===== src/rtl/wsc_isqrt.sv =====
module wsc_isqrt (
   input  logic        clock,
   input  logic        reset,
   input  logic        start,
   input  logic [63:0] radicand,
   output logic        done,
   output logic [31:0] root
);

   logic        busy_ff, busy_in;
   logic        done_ff, done_in;
   logic [63:0] rem_ff, rem_in;
   logic [63:0] res_ff, res_in;
   logic [63:0] bit_ff, bit_in;
   logic [4:0]  cnt_ff, cnt_in;
   logic [64:0] trial;
   logic        take;

   assign trial = {1'b0, res_ff} + {1'b0, bit_ff};
   assign take  = {1'b0, rem_ff} >= trial;

   always_comb begin
      busy_in = busy_ff;
      done_in = 1'b0;
      rem_in  = rem_ff;
      res_in  = res_ff;
      bit_in  = bit_ff;
      cnt_in  = cnt_ff;
      if (start) begin
         busy_in = 1'b1;
         rem_in  = radicand;
         res_in  = '0;
         bit_in  = 64'd1 << 62;
         cnt_in  = '0;
      end else if (busy_ff) begin
         if (take) begin
            rem_in = rem_ff - trial[63:0];
            res_in = (res_ff >> 1) + bit_ff;
         end else begin
            res_in = res_ff >> 1;
         end
         bit_in = bit_ff >> 2;
         cnt_in = cnt_ff + 5'd1;
         if (cnt_ff == 5'd31) begin
            busy_in = 1'b0;
            done_in = 1'b1;
         end
      end
   end

   always_ff @(posedge clock) begin
      if (reset) begin
         busy_ff <= 1'b0;
         done_ff <= 1'b0;
      end else begin
         busy_ff <= busy_in;
         done_ff <= done_in;
      end
   end

   always_ff @(posedge clock) begin
      rem_ff <= rem_in;
      res_ff <= res_in;
      bit_ff <= bit_in;
      cnt_ff <= cnt_in;
   end

   assign done = done_ff;
   assign root = res_ff[31:0];

endmodule


===== config.mk =====
export PLATFORM = sky130hd
export DESIGN_NAME = wsc_isqrt
export DESIGN_NICKNAME = d
export VERILOG_FILES = /design/src/rtl/wsc_isqrt.sv
export SDC_FILE = /design/constraint.sdc
export NUM_CORES = 1
export LEC_CHECK = 0
export BUFFER_PORTS_ARGS = -buffer_cell sky130_fd_sc_hd__buf_2
export CELL_PAD_IN_SITES_DETAIL_PLACEMENT = 0
export CELL_PAD_IN_SITES_GLOBAL_PLACEMENT = 1
export CORE_UTILIZATION = 35
export CTS_BUF_LIST = sky130_fd_sc_hd__clkbuf_8
export CTS_CLUSTER_SIZE = 10
export DETAILED_ROUTE_END_ITERATION = 10
export PLACE_DENSITY = 0.7
export SYNTH_ARGS = -nofsm -noshare
export SYNTH_HDL_FRONTEND = slang
export SYNTH_SLANG_ARGS = --single-unit

===== constraint.sdc =====
create_clock -name clock -period 10.43 [get_ports clock]
set_clock_uncertainty 0.05 [all_clocks]
set_input_delay 0.5215 -clock clock [delete_from_list [all_inputs] [get_ports clock]]
set_output_delay 0.5215 -clock clock [all_outputs]
set_load 0.1 [all_outputs]

---- Word level (Yosys, flattened, before mapping) ----
Index checks and enable logic that the tools add are counted.
storage, ports and cells
  bits in registers ....................... 167
  output and inout port bits .............. 33
operators by class
  add/subtract/negate cells ............... 4
  $lt $le $gt $ge ......................... 1
  equal/unequal tests ..................... 1
  multiplexer cells ....................... 8
  bitwise logic cells ..................... 1
  reductions and logical operators ........ 4
operator list
  kind                 number
  $mux 64              4
  $add 64x63->65       1
  $ge 64x65->1         1
  $add 63x63->64       1
  $sub 64x64->64       1
  $add 5x1->5 const B  1
  $eq 5x5->1 const B   1
  $mux 1               4
  $reduce_bool 2->1    2
  $reduce_or 3->1      1
  $reduce_and 2->1     1
  $not 1->1            1

---- Longest topological paths before layout ----
Gate-level depths: netlist of run 1.
  depth in word-level cells ............... 5
  depth in mapped cells ................... 27

---- Least setup slack after synthesis of run 1 ----
No wires, ideal clock.
  path kind ............................... register to register
  start point ............................. register res_ff[2]
  end point ............................... register rem_ff[0] (enable)
  library setup time ...................... 575 ps
  arrival ................................. 9881 ps
  required time ........................... 9805 ps
  setup slack ............................. -76 ps
  stages on the path, launching flop included .. 24
  buffers on the path ..................... 3
  cell sequence ........................... dfxtp_1 ha_1 a31oi_1 o21ai_0 a31oi_1 o21ai_0 a311oi_1 o21ai_0 a31oi_1 o21bai_1 a2111oi_0 a311o_1 ha_1 nand4_1 or3_1 nor3_1 nand4_1 o21a_1 a221o_1 clkbuf_1 or2_1 buf_6 clkbuf_1 o21ai_0
between the ends
  longest elaborated chain between the ends .. 4
RTL lines
  what                                RTL line  RTL
  start, declared                     13        logic [63:0] res_ff, res_in;
  start signal, assigned              63        res_ff <= res_in;
  $add 64x63->65                      19        assign trial = {1'b0, res_ff} + {1'b0, bit_ff};
  $ge 64x65->1                        20        assign take = {1'b0, rem_ff} >= trial;
  $reduce_bool 2->1 (no source line)  --
  $reduce_and 2->1 (no source line)   --
  end signal, assigned                62        rem_ff <= rem_in;
  end, declared                       12        logic [63:0] rem_ff, rem_in;
No other way between the ends.
A chain may end at the register's enable or synchronous reset.

---- Worst setup path after layout of run 1 ----
  start point ............................. register res_ff[2]
  end point ............................... register rem_ff[34] (enable)
The elaborated chain is that of the path after synthesis.

==> impl_metrics.env, run 1 <==
export IMPL_status="completed"
export IMPL_max_freq_mhz=121
export IMPL_start_util_pct=35.6
export IMPL_ff_latch_area_um2=3990
export IMPL_min_period_over_period_pct=79.0
export IMPL_path_class="reg -> reg"
export IMPL_grt_util_all_layers_pct=20.8
export IMPL_grt_pass1_vias=14046
export IMPL_drc=0
export IMPL_gp_routability_congestion=0.912
export IMPL_grt_first_pass_wirelength_mm=77.0
export IMPL_die_area_um2=45900
export IMPL_grt_ovfl_total=0
export IMPL_routedWlPerCell_um=18.7
export IMPL_drv_cap=0
export IMPL_synth_seq_area_share_pct=25.3
export IMPL_crit_fanout=64
export IMPL_synth_ff_type="dfxtp_1"
export IMPL_clk_latency_ns=0.53
export IMPL_clock_sinks=167
export IMPL_yosysUniqueCellTypes=74
export IMPL_drtIter0Drc=973
export IMPL_hold_buffers=0
export IMPL_postCtsSetupBuffers=0
export IMPL_htreeDepth=4
export IMPL_vias_per_cell=5.71
export IMPL_die_w_um=214
export IMPL_synthesis_area_um2=15800
export IMPL_peakVddDrop_v=0.000152
export IMPL_ys_warnings_count=0
export IMPL_io_pin_count=100
export IMPL_cts_root_buf="clkbuf_8"
export IMPL_routed_wl_mm=48.4
export IMPL_multi_input_area_um2=10900
export IMPL_clkSlewWorstSetupHoldPaths_ns=0.10
export IMPL_required_ns=10.54
export IMPL_antenna_cells=0
export IMPL_async_flop_share_pct=0
export IMPL_tritoncts="built"
export IMPL_dp_hpwl_mm=36.4
export IMPL_setup_tns_ns=0
export IMPL_hold_violations=0
export IMPL_power_leakage_nw=6.40
export IMPL_cts_resized=0
export IMPL_port_buffer_count=99
export IMPL_core_area_um2=44300
export IMPL_vias=14788
export IMPL_grt_max_degree=166
export IMPL_synth_edf_count=64
export IMPL_critPathCaptureType="register"
export IMPL_setup_viol=0
export IMPL_die_y_um=214
export IMPL_total_power_mw=4.23
export IMPL_synth_top_cell_area_share_pct=13.1
export IMPL_synthCells=2013
export IMPL_first_pass_iters=5
export IMPL_rsz0062_at_grt="false"
export IMPL_drtAntennaViolNets=0
export IMPL_nNetsFinal=2184
export IMPL_maxSlewHeadroom_pct=13.1
export IMPL_layout_min_cycle_time_ns=8.24
export IMPL_rows=77
export IMPL_final_area_um2=16800
export IMPL_synth_nets=2213
export IMPL_drive_above_1_share_pct=9.31
export IMPL_dpl_cell_area_um2=16400
export IMPL_ys_seq_elements=167
export IMPL_worst_pin_slew_ns=1.29
export IMPL_antenna_found_initial=1
export IMPL_crit_arrival_ns=8.34
export IMPL_cts_made_buffers=17
export IMPL_pwr_density_cell_nw_per_um2=252
export IMPL_avgSynthCellArea_um2=7.83
export IMPL_startpoint_type="register"
export IMPL_areaGrowthSynthToFinish_pct=6.59
export IMPL_fillers=4725
export IMPL_slew_viol_final=0
export IMPL_synth_largest_area_cell="dfxtp_1"
export IMPL_clk_path_buf_depth=2
export IMPL_netlist_top_cells_area="dfxtp_1 (13%), edfxtp_1 (12%), ha_1 (10%)"
export IMPL_hold_class="in -> reg"
cell usage after synthesis, types with 47 or more instances:
| cell | count |
|---|---|
| a31oi_1 | 52 |
| o21ai_0 | 135 |
| ha_1 | 132 |
| nor2_1 | 198 |
| a211oi_1 | 48 |
| nand4_1 | 47 |
| nand2_1 | 246 |
| xor2_1 | 60 |
| dfxtp_1 | 103 |
| xnor2_1 | 93 |
| clkbuf_1 | 107 |
| a21oi_1 | 118 |
| nor3_1 | 53 |
| edfxtp_1 | 64 |
critical path: stages (launching register included):
cell and delay (ns):
dfxtp_1 0.48, ha_1 0.32, a31oi_1 0.33, o21ai_0 0.23, a31oi_1 0.46, o21ai_0 0.34, a311oi_1 0.75, o21ai_0 0.31
a31oi_1 0.41, o21bai_1 0.21, a2111oi_0 0.47, a311o_1 0.20, ha_1 0.25, nand4_1 0.14, or3_1 0.42, nor3_1 0.26
nand4_1 0.12, o21a_1 0.25, a221o_1 0.30, buf_4 0.29, or2_1 0.32, o21ai_4 0.12, buf_4 0.75
registers in the layout (all words and copies together), names as in the netlist:
| name | cells |
|---|---|
| rem_ff | 64 |
| res_ff | 64 |
| busy_ff | 1 |
| cnt_ff | 5 |
| bit_ff | 32 |
| done | 1 |
kinds of logic (layout without fill, tap and decap cells):
family,after synthesis,count (layout),synth area share (%)
AND/OR/NAND/NOR,688,688,20.0
AO/OA/AOI/OAI,616,616,26.2
buffers and inverters,201,185,5.77
flip-flops,167,167,25.3
XOR/XNOR,153,153,8.50
adder cells (fa/ha/maj),133,133,10.6
multiplexers,55,55,3.62
layout make-up:
class | instances | share of cell area, %
clock buffer | 18 | 1.47
clock inverter | 14 | 1.15
inverter | 45 | 1.01
multi-input combinational | 1645 | 64.7
sequential | 167 | 23.7
tap | 592 | 4.41
timing repair buffer | 108 | 3.46
power breakdown:
part	internal (mW)	total [mW]	switching [mW]
Clock	0.270	0.557	0.287
Combinational	0.941	2.61	1.67
Sequential	0.905	1.07	0.162
Total	2.12	4.23	2.12
routing by layer:
layer	global-route usage, %	wire length [µm]	part of all wire (%)
met4	4.90	682	1.4
met3	3.48	2280	4.7
met5	0	0	0
met2	33.2	21900	45
met1	29.0	23500	49
per-stage QoR:
step	instances	utilization, %	hold slack (ns)	setup WS (ns)
after floorplan	2013	-	0.417	1.65
after detailed placement	2557	36.9	0.452	2.31
final	2589	37.9	0.0954	2.19
after CTS	2589	37.9	0.0576	2.26
after global placement	2557	36.9	0.435	2.54
after global routing	2589	37.9	0.0608	1.67
cell usage in the layout (no fill, tap or decap), drive strengths merged, types with 17 or more instances in the layout:
cell type and count:
o21ai 135, a211oi 48, a311oi 27, nor3 53
buf 108, edfxtp 64, a21oi 118, xnor2 93
a31oi 53, ha 132, dfxtp 103, nand4 47
a31o 17, a21o 41, o21a 21, inv 51
xor2 60, nand2b 18, mux2i 39, and3 17
nand3 28, o21bai 31, nor2 199, nand2 247
clkbuf 18
path summary, 6_finish.rpt:
kind,depth (start not counted),to,slack (ns),from
worst min register to register,2,res_ff[0],0.47,res_ff[0]
worst min-delay path,2,busy_ff,0.1,reset
worst max-delay path,22,rem_ff[34],2.19,res_ff[2]
worst max register to register,22,rem_ff[34],2.19,res_ff[2]
(Power assumes the default switching activity.)
==> inputs of run 2 (changes only) <==
==> constraint.sdc (replaced) <==
create_clock -name clock -period 6.8 [get_ports clock]
set_clock_uncertainty 0.05 [all_clocks]
set_input_delay 0.34 -clock clock [delete_from_list [all_inputs] [get_ports clock]]
set_output_delay 0.34 -clock clock [all_outputs]
set_load 0.1 [all_outputs]
==> impl_metrics.env, run 2 (synthesis gave the netlist of run 1 again) <==
export IMPL_crit_arrival_ns=6.78
export IMPL_startpoint_type="register"
export IMPL_vias=14932
export IMPL_grt_util_all_layers_pct=21.4
export IMPL_tritoncts="built"
export IMPL_fillers=4593
export IMPL_min_path_cells=3
export IMPL_max_freq_mhz=156
export IMPL_multi_input_area_um2=11000
export IMPL_critPathCaptureType="register"
export IMPL_reg2reg_to="res_ff[54]"
export IMPL_htreeDepth=4
export IMPL_hold_class="in -> reg"
export IMPL_reg_top3="rem_ff x64, res_ff x64, bit_ff x32"
export IMPL_grt_ovfl_total=0
export IMPL_start_util_pct=35.6
export IMPL_io_pin_count=100
export IMPL_hold_violations=0
export IMPL_drtIter0Drc=1023
export IMPL_peakVddDrop_v=0.000192
export IMPL_setup_viol=0
export IMPL_vias_per_cell=5.67
export IMPL_crit_fanout=44
export IMPL_clk_latency_ns=0.52
export IMPL_antenna_cells=0
export IMPL_regToRegStartpoint="res_ff[10]"
export IMPL_clkSlewWorstSetupHoldPaths_ns=0.10
export IMPL_clock_sinks=167
export IMPL_rows=77
export IMPL_cts_made_buffers=17
export IMPL_grt_pass1_vias=14449
export IMPL_r2r_setup_slack_ns=0.39
export IMPL_antenna_found_initial=1
export IMPL_final_cell_mix="nand2_1 (246), nor2_1 (198), o21ai_0 (130), ha_1 (130), a21oi_1 (118)"
export IMPL_drive_above_1_share_pct=11.5
export IMPL_min_period_over_period_pct=94.3
export IMPL_port_buffer_count=99
export IMPL_gp_routability_congestion=0.903
export IMPL_nNetsFinal=2228
export IMPL_dp_hpwl_mm=37.4
export IMPL_mostFrequentLayoutCell="nand2_1"
export IMPL_layout_min_cycle_time_ns=6.41
export IMPL_grt_max_degree=79
export IMPL_dp_cells=2594
export IMPL_pwr_density_cell_nw_per_um2=384
export IMPL_core_area_um2=44300
export IMPL_hold_start="radicand[12]"
export IMPL_slew_viol_final=0
export IMPL_drc=0
export IMPL_cts_root_buf="clkbuf_8"
export IMPL_die_w_um=214
export IMPL_pre_cts_ws_ns=-0.0494
export IMPL_maxSlewHeadroom_pct=37.3
export IMPL_routed_wl_mm=49.5
export IMPL_first_pass_iters=6
export IMPL_final_util_pct=38.9
export IMPL_drv_cap=0
export IMPL_areaGrowthSynthToFinish_pct=9.51
export IMPL_path_class="reg -> reg"
export IMPL_grt_first_pass_wirelength_mm=79.2
export IMPL_required_ns=7.17
export IMPL_status="completed"
export IMPL_setup_ws_ns=0.387
export IMPL_whs_endpoint="rem_ff[12]"
export IMPL_setup_tns_ns=0
export IMPL_worst_pin_slew_ns=0.940
export IMPL_final_cells=2633
export IMPL_ff_latch_area_um2=3990
export IMPL_clk_path_buf_depth=2
export IMPL_routedWlPerCell_um=18.8
export IMPL_die_area_um2=45900
export IMPL_die_y_um=214
export IMPL_r2r_cells=23
export IMPL_crit_start="res_ff[10]"
export IMPL_drtAntennaViolNets=0
export IMPL_power_leakage_nw=6.64
[run 2: cell type report]
| class | count | area share [%] |
|---|---|---|
| timing repair buffer | 152 | 5.43 |
| sequential | 167 | 23.1 |
| clock buffer | 22 | 1.75 |
| tap | 592 | 4.29 |
| multi-input combinational | 1645 | 63.5 |
| inverter | 45 | 0.979 |
| clock inverter | 10 | 0.950 |
[run 2: stage by stage]
step | total power, mW | hold WS, ns | cell area, µm²
finish | 6.62 | 0.0453 | 17300
floorplan | 4.70 | 0.362 | 15800
detailed placement | 5.70 | 0.445 | 16600
global placement | 5.66 | 0.430 | 16600
CTS | 6.61 | 0.000339 | 17200
global route | 7.14 | 0.00845 | 17300
[run 2: metal layers]
metal | share of wire, % | wire [µm] | track usage, % | up-vias
met1 | 48 | 23900 | 29.6 | 7040
met3 | 4.9 | 2450 | 3.79 | 50
met4 | 1.6 | 815 | 5.52 | 0
li1 | - | - | - | 7470
met5 | 0 | 0 | 0 | -
met2 | 45 | 22300 | 34.3 | 372
[run 2: report_power, final]
group | internal, mW | leakage (nW) | switching [mW]
logic | 1.52 | 4.92 | 2.62
clock network | 0.451 | 0.237 | 0.416
registers | 1.39 | 1.48 | 0.221
total | 3.36 | 6.64 | 3.26
[run 2: critical path, cell delays in order (launching register included)]
cell	delay, ns
dfxtp_1	0.58
ha_1	0.28
and4_1	0.27
nand2_1	0.09
o32a_1	0.50
a211o_1	0.36
a21oi_1	0.33
o211ai_1	0.20
a21oi_1	0.24
nand2_1	0.10
xor2_1	0.18
ha_1	0.41
and4_1	0.26
nand2_1	0.09
nor2_1	0.18
and2_1	0.27
nand3b_1	0.17
o21a_1	0.21
a221o_1	0.33
buf_4	0.30
nor2_2	0.17
buf_4	0.28
mux2i_1	0.12
a221oi_1	0.29
[run 2: how the worst max path moves through the flow]
stage | to | cells past startpoint
global placement | rem_ff[27] | 21
finish | res_ff[54] | 23
detailed placement | rem_ff[26] | 21
CTS | res_ff[54] | 21
floorplan | rem_ff[0] | 23
global route | res_ff[54] | 23
[run 2: what timing repair did]
item	4_1_cts	5_1_grt
setup buffers	0	0
hold buffers	7	0
gates resized for setup	2	16
endpoints found under the setup margin	30	128
pin swaps	0	1
endpoints found under the hold margin	8	0
==> inputs of run 3 (changes only) <==
--- a/config.mk
+++ b/config.mk
@@ -8,11 +8,11 @@
 export BUFFER_PORTS_ARGS = -buffer_cell sky130_fd_sc_hd__buf_2
 export CELL_PAD_IN_SITES_DETAIL_PLACEMENT = 0
 export CELL_PAD_IN_SITES_GLOBAL_PLACEMENT = 1
-export CORE_UTILIZATION = 35
+export CORE_UTILIZATION = 43
 export CTS_BUF_LIST = sky130_fd_sc_hd__clkbuf_8
 export CTS_CLUSTER_SIZE = 10
 export DETAILED_ROUTE_END_ITERATION = 10
-export PLACE_DENSITY = 0.7
+export PLACE_DENSITY = 0.83
 export SYNTH_ARGS = -nofsm -noshare
 export SYNTH_HDL_FRONTEND = slang
 export SYNTH_SLANG_ARGS = --single-unit
==> impl_metrics.env, run 3 (synthesis gave the netlist of run 1 again) <==
export IMPL_status="finished with violations"
export IMPL_violations="DRC"
export IMPL_critPathCaptureType="register"
export IMPL_mostFrequentLayoutCell="nand2_1"
export IMPL_nNetsFinal=2223
export IMPL_io_pin_count=100
export IMPL_die_area_um2=37400
export IMPL_gp_routability_congestion=0.949
export IMPL_die_w_um=193
export IMPL_drtIter0Drc=1074
export IMPL_antenna_cells=0
export IMPL_crit_fanout=44
export IMPL_ff_latch_area_um2=3990
export IMPL_vias=15003
export IMPL_required_ns=7.14
export IMPL_path_class="reg -> reg"
export IMPL_final_cell_mix="nand2_1 (246), nor2_1 (198), ha_1 (132)"
export IMPL_cts_made_buffers=17
export IMPL_drc=4
export IMPL_first_pass_iters=11
export IMPL_min_period_over_period_pct=94.3
export IMPL_drv_cap=0
export IMPL_port_buffer_count=99
export IMPL_die_y_um=193
export IMPL_vias_per_cell=6.01
export IMPL_startpoint_type="register"
export IMPL_grt_first_pass_wirelength_mm=75.2
export IMPL_routed_wl_mm=46.5
export IMPL_tritoncts="built"
export IMPL_max_freq_mhz=156
export IMPL_antenna_found_initial=0
export IMPL_grt_util_all_layers_pct=24.6
export IMPL_clock_sinks=167
export IMPL_areaGrowthSynthToFinish_pct=7.50
export IMPL_multi_input_area_um2=10900
export IMPL_power_leakage_nw=6.60
export IMPL_total_power_mw=6.49
export IMPL_maxSlewHeadroom_pct=31.1
export IMPL_drtAntennaViolNets=0
export IMPL_slew_viol_final=0
export IMPL_clkSlewWorstSetupHoldPaths_ns=0.11
export IMPL_dp_hpwl_mm=34.6
export IMPL_dpl_cell_area_um2=16500
export IMPL_rows=69
export IMPL_crit_arrival_ns=6.75
export IMPL_start_util_pct=44.0
export IMPL_reg_top3="rem_ff x64, res_ff x64, bit_ff x32"
export IMPL_hold_violations=0
export IMPL_pwr_density_cell_nw_per_um2=383
export IMPL_setup_tns_ns=0
export IMPL_routedWlPerCell_um=18.6
export IMPL_drive_above_1_share_pct=11.3
export IMPL_htreeDepth=4
export IMPL_fillers=3537
export IMPL_grt_ovfl_total=0
export IMPL_rsz0062_at_grt="false"
export IMPL_cts_root_buf="clkbuf_8"
export IMPL_layout_min_cycle_time_ns=6.41
export IMPL_core_area_um2=35800
export IMPL_clk_latency_ns=0.51
export IMPL_grt_max_degree=168
export IMPL_final_area_um2=16900
export IMPL_peakVddDrop_v=0.000251
export IMPL_clk_path_buf_depth=2
export IMPL_grt_pass1_vias=14034
export IMPL_setup_viol=0
export IMPL_worst_pin_slew_ns=1.03
export IMPL_hold_class="in -> reg"
export IMPL_whs_ns=0.0436
-- run 3: cell count changes in the layout (fill, tap and decap cells not counted), moves of 2 or more --
cell	change
dlygate4sd3_1	-6
clkbuf_8	-4
a31oi_1	+2
a31oi_2	-2
bufinv_16	-2
clkinv_2	+2
ha_1	+2
ha_2	-2
nor3_1	+2
o21bai_1	-2
o21bai_2	+2
-- run 3: repair_timing --
action,4_1_cts,5_1_grt
gates resized for setup,0,11
setup endpoints to repair,0,128
hold buffers,1,0
hold endpoints to repair,2,0
setup buffers,0,1
-- run 3: final timing paths --
| kind | startpoint | end | slack (ns) | cells past startpoint |
|---|---|---|---|---|
| setup / recovery | res_ff[2] | res_ff[54] | 0.39 | 24 |
| hold / removal | radicand[13] | rem_ff[13] | 0.04 | 3 |
| setup reg to reg | res_ff[2] | res_ff[54] | 0.39 | 24 |
| hold reg to reg | cnt_ff[3] | cnt_ff[3] | 0.48 | 2 |
-- run 3: layer usage --
metal  global-route usage, %  part of all wire [%]  vias up
met4                    4.89                   1.2        0
li1                        -                     -     7471
met1                    34.7                    49     7090
met3                    3.66                   5.1       37
met5                       0                     0        -
met2                    39.7                    45      405
-- run 3: report_power, final --
part	leakage [nW]	switching, mW	total, mW	internal [mW]
sequential	1.48	0.204	1.59	1.39
clock	0.207	0.431	0.771	0.340
combinational	4.91	2.60	4.13	1.52
total	6.60	3.24	6.49	3.25
-- run 3: critical path, cell delays in order, from the launching register on --
cell	delay [ns]
dfxtp_1	0.34
ha_1	0.35
a31oi_2	0.29
o21ai_1	0.18
a31oi_1	0.26
o21ai_2	0.14
a311oi_2	0.22
buf_4	0.17
o21ai_1	0.10
a31oi_1	0.37
o21bai_2	0.15
a2111oi_0	0.46
a311o_1	0.20
ha_1	0.24
nand4_1	0.14
or3_1	0.41
nor3_1	0.25
nand4_1	0.12
o21a_1	0.24
a221o_1	0.34
buf_4	0.30
nor2_2	0.16
buf_4	0.31
mux2i_1	0.12
a221oi_1	0.32
-- run 3: per-stage QoR --
step                      utilization (%)  std cells  setup slack (ns)
after detailed placement             46.0       2463            0.0977
after CTS                            47.2       2496           0.00258
after floorplan                         -       2013            0.0430
after global routing                 47.3       2497            0.0149
final                                47.3       2497             0.386
after global placement               46.0       2463             0.218
-- run 3: area by class of cell --
class	count	share of cell area (%)
Clock buffer	18	1.46
Inverter	45	0.997
Timing Repair Buffer	147	5.32
Clock inverter	14	0.879
Multi-Input combinational cell	1645	64.4
Sequential cell	167	23.5
Tap cell	461	3.41
